[src/block_max_range_query_defines.svh]
// Assertion macros for the block max range query block.
`ifndef BLOCK_MAX_RANGE_QUERY_DEFINES_SVH
`define BLOCK_MAX_RANGE_QUERY_DEFINES_SVH

`ifndef NO_ASSERTIONS

// Same-cycle implication, disabled during reset.
`define BMRQ_ASSERT_IMP(lbl, clk, rst_n, ante, cons) \
    lbl: assert property (@(posedge clk) disable iff (!(rst_n)) (ante) |-> (cons)) \
        else $error("bmrq assertion failed");

// Next-cycle implication, disabled during reset.
`define BMRQ_ASSERT_NXT(lbl, clk, rst_n, ante, cons) \
    lbl: assert property (@(posedge clk) disable iff (!(rst_n)) (ante) |=> (cons)) \
        else $error("bmrq assertion failed");

`else

`define BMRQ_ASSERT_IMP(lbl, clk, rst_n, ante, cons)
`define BMRQ_ASSERT_NXT(lbl, clk, rst_n, ante, cons)

`endif

`endif

[src/bmrq_pkg.sv]
// Shared constants, types and controller/datapath signal groups.
package bmrq_pkg;

    localparam int DEPTH  = 1024;
    localparam int BLOCK  = 32;
    localparam int IDX_W  = $clog2(DEPTH);
    localparam int OFF_W  = $clog2(BLOCK);
    localparam int BLK_W  = IDX_W - OFF_W;
    localparam int NBLK   = DEPTH / BLOCK;

    localparam int LEN_W  = 11;
    localparam int VAL_W  = 48;
    localparam int AMT_W  = 32;
    localparam int OP_W   = 2;

    localparam int APB_AW = 2;
    localparam int APB_DW = 32;

    localparam logic [OP_W-1:0]   OP_LOAD  = 2'd0;
    localparam logic [OP_W-1:0]   OP_ADD   = 2'd1;
    localparam logic [OP_W-1:0]   OP_QUERY = 2'd2;

    localparam logic [APB_AW-1:0] REG_USED_LENGTH = 2'd0;
    localparam logic [LEN_W-1:0]  USED_LENGTH_RST = 11'd1024;

    typedef logic [VAL_W-1:0] t_val;
    typedef logic [IDX_W-1:0] t_idx;
    typedef logic [BLK_W-1:0] t_blk;

    // controller -> datapath
    typedef struct packed {
        logic load;      // capture transaction, set up pointers
        logic rd;        // read element at pointer
        logic ptr_inc;   // advance element pointer
        logic seg2;      // jump pointer to the tail partial block
        logic blk_step;  // fold one block max, advance block pointer
        logic wr;        // write updated element, raise block max
        logic clr;       // write zero at pointer (clearing pass)
        logic out_load;  // move result into output register
    } t_cmd;

    // datapath -> controller
    typedef struct packed {
        logic err;
        logic is_query;
        logic same_blk;
        logic has_mid;
        logic ptr_at_end;
        logic ptr_last;
        logic blk_at_end;
        logic out_free;
    } t_sts;

endpackage

[src/bmrq_ctrl.sv]
// Controller: sequences clearing, update and query scans.
module bmrq_ctrl (
    input  logic            i_clk,
    input  logic            i_rst_n,
    input  logic            i_in_valid,
    output logic            o_in_ready,
    input  bmrq_pkg::t_sts  i_sts,
    output bmrq_pkg::t_cmd  o_cmd
);
    import bmrq_pkg::*;

    `include "block_max_range_query_defines.svh"

    localparam logic [3:0] S_CLR    = 4'd0;
    localparam logic [3:0] S_IDLE   = 4'd1;
    localparam logic [3:0] S_CHECK  = 4'd2;
    localparam logic [3:0] S_RMW_RD = 4'd3;
    localparam logic [3:0] S_RMW_WR = 4'd4;
    localparam logic [3:0] S_SCAN1  = 4'd5;
    localparam logic [3:0] S_SCAN2  = 4'd6;
    localparam logic [3:0] S_SCAN3  = 4'd7;
    localparam logic [3:0] S_DRAIN  = 4'd8;
    localparam logic [3:0] S_DONE   = 4'd9;

    logic [3:0] r_state;
    logic [3:0] n_state;

    always_comb begin
        n_state    = r_state;
        o_cmd      = '0;
        o_in_ready = 1'b0;
        case (r_state)
            S_CLR: begin
                o_cmd.clr     = 1'b1;
                o_cmd.ptr_inc = 1'b1;
                if (i_sts.ptr_last) begin
                    n_state = S_IDLE;
                end
            end
            S_IDLE: begin
                o_in_ready = 1'b1;
                if (i_in_valid) begin
                    o_cmd.load = 1'b1;
                    n_state    = S_CHECK;
                end
            end
            S_CHECK: begin
                if (i_sts.err) begin
                    n_state = S_DONE;
                end else if (i_sts.is_query) begin
                    n_state = S_SCAN1;
                end else begin
                    n_state = S_RMW_RD;
                end
            end
            S_RMW_RD: begin
                o_cmd.rd = 1'b1;
                n_state  = S_RMW_WR;
            end
            S_RMW_WR: begin
                o_cmd.wr = 1'b1;
                n_state  = S_DONE;
            end
            S_SCAN1: begin
                o_cmd.rd = 1'b1;
                if (!i_sts.ptr_at_end) begin
                    o_cmd.ptr_inc = 1'b1;
                end else if (i_sts.same_blk) begin
                    n_state = S_DRAIN;
                end else begin
                    o_cmd.seg2 = 1'b1;
                    n_state    = S_SCAN2;
                end
            end
            S_SCAN2: begin
                o_cmd.rd = 1'b1;
                if (!i_sts.ptr_at_end) begin
                    o_cmd.ptr_inc = 1'b1;
                end else if (i_sts.has_mid) begin
                    n_state = S_SCAN3;
                end else begin
                    n_state = S_DRAIN;
                end
            end
            S_SCAN3: begin
                o_cmd.blk_step = 1'b1;
                if (i_sts.blk_at_end) begin
                    n_state = S_DRAIN;
                end
            end
            S_DRAIN: begin
                n_state = S_DONE;
            end
            S_DONE: begin
                if (i_sts.out_free) begin
                    o_cmd.out_load = 1'b1;
                    n_state        = S_IDLE;
                end
            end
            default: begin
                n_state = S_IDLE;
            end
        endcase
    end

    always_ff @(posedge i_clk) begin
        if (!i_rst_n) begin
            r_state <= S_CLR;
        end else begin
            r_state <= n_state;
        end
    end

    `BMRQ_ASSERT_IMP(a_no_overwrite, i_clk, i_rst_n, o_cmd.out_load, i_sts.out_free)
    `BMRQ_ASSERT_NXT(a_accept_check, i_clk, i_rst_n, i_in_valid && o_in_ready, r_state == S_CHECK)

endmodule

[config.mk]
export PLATFORM = sky130hd
export DESIGN_NAME = bmrq_ctrl
export DESIGN_NICKNAME = d
export VERILOG_FILES = /design/src/bmrq_pkg.sv /design/src/bmrq_ctrl.sv
export VERILOG_INCLUDE_DIRS = /design/src /design/src/src
export SDC_FILE = /design/constraint.sdc
export NUM_CORES = 1
export LEC_CHECK = 0
export ABC_AREA = 1
export ABC_CLOCK_PERIOD_IN_PS = 1550
export BUFFER_PORTS_ARGS = -buffer_cell sky130_fd_sc_hd__buf_4
export CAP_MARGIN = 0
export CORE_AREA = 2 2 39 41
export DETAILED_ROUTE_END_ITERATION = 8
export DIE_AREA = 0 0 41 43
export HOLD_SLACK_MARGIN = 0.12
export PLACE_DENSITY = 0.68
export RECOVER_POWER = 25
export SETUP_SLACK_MARGIN = 0.3
export SLEW_MARGIN = 40
export SYNTH_ARGS = -nofsm -noshare
export SYNTH_HDL_FRONTEND = slang
export SYNTH_SLANG_ARGS = --single-unit
[constraint.sdc]
create_clock -name i_clk -period 1.55 [get_ports i_clk]
set_input_delay 0.155 -clock i_clk [delete_from_list [all_inputs] [get_ports i_clk]]
set_output_delay 0.155 -clock i_clk [all_outputs]
set_load 0.01 [all_outputs]
# After elaboration in Yosys (flattened, before gate mapping)
# Cells that the tools add are included.
# totals
input_bits,11
elab_cells,46
ff_bits,4
mem_bits_rw,0
n_memories,0
output_inout_bits,9
romBits,0
latch_bits,0
# op_classes
bitwise_logic,0
shifts,0
multipliers,0
magnitude_cmp,0
n_mux,25
n_div,0
n_eq_ne,15
reduce_logical,5
addsub,0
# ops
operator,n
4-bit two-way mux,9
4-bit case mux with 9 select lines,1
"4-bit by 3-bit == test with 1-bit output, second input constant",4
1-bit two-way mux,13
"2-bit != test, second input constant",6
"4-bit by 2-bit == test with 1-bit output, second input constant",2
"4-bit == test, second input constant",2
6-bit AND reduction,1
"4-bit by 1-bit == test with 1-bit output, second input constant",1
4-bit zero test,1
2-bit OR reduction,2
3-bit two-way mux,1
3-bit OR reduction,1
1-bit case mux with 2 select lines,1

# Depth between registers and ports, before layout
# depth
depth_word,3
mapped_depth,9
mapped_depth_nobuf,9

# Worst setup path before layout
# No wires, ideal clock.
# synth_path
kind,reg2reg
startpoint,reg r_state[2]
endpoint,reg r_state[3]
arrival_ns,1.007
setup_time_ns,0.118
n_path_buf,0
t_required_ns,1.432
slack_ns,0.425
period_less_slack_ns,1.125
stages_incl_launch_ff,10
cell_sequence,dfxtp_1 > inv_2 > nor2_4 > nand2_1 > nand2_2 > nand2_2 > nand2_1 > nor2_2 > nand2_1 > a21oi_1
# synth_via
elab_chain_len,3
# synth_lines
item,line_no,source
start: declaration,bmrq_ctrl.sv:25,logic [3:0] r_state;
start signal: assignment,bmrq_ctrl.sv:110,r_state <= n_state;
"4-bit by 3-bit == test with 1-bit output, or another cell as far along",bmrq_ctrl.sv:32,case (r_state)
2-bit OR reduction (no source line) or 2-bit != test (tied branches),-,
4-bit case mux with 9 select lines or 6-bit AND reduction (tied branches),-,
# Several ways; a longest one is shown, not always the timed one.
# A chain may end at the register's enable or synchronous reset.

==> impl_metrics.toml <==
[status]
status = "finished clean"

[clock_network]
cts_sinks = 4
numCtsBuffers = 3
clockBufferDepth = 2
clk_pin_slew_ps = 40
clock_latency_ps = 230
cts_root_buffer = "clkbuf_4"
ctsHoldBuffers = 0
cts_tree = "yes"
h-tree-depth = 1

[sta]
max_slew_margin_pct = 87.1
finalCriticalPeriod_ps = 1380
skew_ps = 0.275
rsz0062_at_grt = "yes"
tightestPinTransition_ps = 193
finalCritPeriodShare_pct = 88.8
fmax_mhz = 727
final.setup.tns_ps = 0
finalHoldViolCount = 0
finalSetupViolCount = 0
drv_slew = 0

[power]
combPwrFrac_pct = 64.4
peakVddDrop_v = 0.000625
fin_total_pwr_mw = 0.930
swShare_pct = 47.9
pwr-share-seq_pct = 22.0
power.share.clock_pct = 13.6
power_density_nw_per_um2 = 1250
switchingPower_mw = 0.446
intPower_mw = 0.484
leakage_nw = 0.423

[logic_synthesis]
yosys.area.top_type = "nand2_1"
synth-seq-area-share_pct = 17.7
ys_top_cells_by_count = "27 x nand2_1, 13 x inv_1, 11 x nor2_1"
ys_seq_elements = 4
ys.warnings.count = 0
synth_edf_count = 0
synth_area_um2 = 452
syn_nets = 97
synth_ff_type = "dfxtp_1"
synth.top_cell.area_share_pct = 22.4
synthArstFlopShare_pct = 0
ys_types = 16
netlist_instances = 86
synth_area_leaders = "nand2_1 22%, dfxtp_1 18%, inv_1 11%"
synth.avg_cell_area_um2 = 5.25
yosysMostFrequentCell = "nand2_1"

[setup_path]
crit_path_end_kind = "output pin"
crit_chain = "inv_4, nor2_4, nand2_2, nand2_2, nand2_2, o21ai_1, buf_4"
crit_required_ps = 1390
critPathMaxFanout = 6
ff2ff_setup_slack_ps = 270
startpoint_type = "flip-flop"
cpMaxStageDelayCell = "dfxtp_2"
cp_common_cell = "nand2_2"
cp.arrival_ps = 1220
cpPeakStageDelay_ps = 430
critPathKind = "flip-flop to output pin"

[global_routing]
grt_pass1_wl_mm = 2.13
grt.overflow.total = 0
first_global_vias = 533
gr-usage-met2_pct = 28.1
grt_max_degree = 7
antenna_found_initial = 0
grt.met1_usage_pct = 22.8
grt.busiest_layer = "met2"
track_usage_pct = 17.1
use_met3_pct = 1.57

[final_layout]
area_delta_synth_final_pct = 65.4
drive_gt1_share_pct = 47.8
num-nets-final = 128
top_regs = "r_state (4)"
largest_register = "r_state"
diodes = 0
final_area_um2 = 747
fin_cells = 131
nFillCells = 147
largest_register_ffs = 4

[die]
fp.dieH_um = 43
core.rowCount = 14
die_w_um = 41
initial_utilization_pct = 32.6
coreArea_um2 = 1380
die_area_um2 = 1760
io_pins = 20

[placed_design]
placedCellCount = 121
gp_congestion = 0.863
placed_area_um2 = 614
dp_hpwl_um = 955
io_buffers = 19

[drt]
wirelength_mm = 1.32
wl_per_cell_um = 10.1
vias_per_cell = 4.81
drtPass1Iterations = 4
drt_first_iter_violations = 15
antenna_left = 0
drc = 0
vias = 630

[worst_hold_path]
hold_path_class = "input port to flip-flop"

[run]
cap_violations = 0
## metal layers
metal | vias up | share of wire, %
li1 | 326 | -
met1 | 282 | 42
met2 | 20 | 53
met3 | 2 | 4.1
met4 | 0 | 0.23
met5 | - | 0
## repair_timing
item | 4_1_cts | 5_1_grt
pin swaps | 5 | 4
resized for setup | 18 | 7
gates cloned | 0 | 0
endpoints found under the setup margin | 13 | 13
buffers inserted | 6 | 1
## power groups by stage
stage | registers (mW) | logic, mW | clock network, mW
finish | 0.205 | 0.600 | 0.126
global placement | 0.174 | 0.512 | 0
global route | 0.210 | 0.665 | 0.131
CTS | 0.201 | 0.570 | 0.128
detailed placement | 0.177 | 0.517 | 0
floorplan | 0.167 | 0.338 | 0
## layout by cell type, fill, tap and decap left out, types with 4 or more instances in the layout
master   count
nand2_2     10
nand2_1     22
a21oi_1      4
nor2_1      10
buf_4       26
inv_1       11
nor2_4       5
nand3_1      4
## layout make-up
cell class                      count  area, um2  area share, %
Clock buffer                        3       22.5           3.02
Timing Repair Buffer               26        195           26.1
Inverter                           17       68.8           9.21
Multi-Input combinational cell     65        348           46.6
Sequential cell                     4       92.6           12.4
Tap cell                           16       20.0           2.68
## worst max-delay path, delay by kind of cell (launching register included)
family | cells | cell delay (ps)
compound gates | 1 | 70
simple gates | 4 | 310
buf+inv | 2 | 190
flops | 1 | 430
## final timing paths
check / start / end / cells past startpoint
max: r_state[0] / o_cmd[5] / 7
min: i_rst_n / r_state[2] / 3
max reg2reg: r_state[0] / r_state[3] / 10
min reg2reg: r_state[2] / r_state[2] / 2
## cell families after synthesis
kind of cell / synth area share (%)
AOI/OAI and AO/OA: 7.48
DFF: 17.7
buffers and inverters: 14.1
and+or+nand+nor: 60.7
## metrics by stage
step                util, %  hold slack [ps]  setup WS (ps)
finish                 54.0              214            174
global route           54.0              235            119
CTS                    52.2              208            199
detailed placement     44.4              441            248
global placement       44.4              434            254
floorplan                 -              326            425
Power figures use the tool's default switching activity.
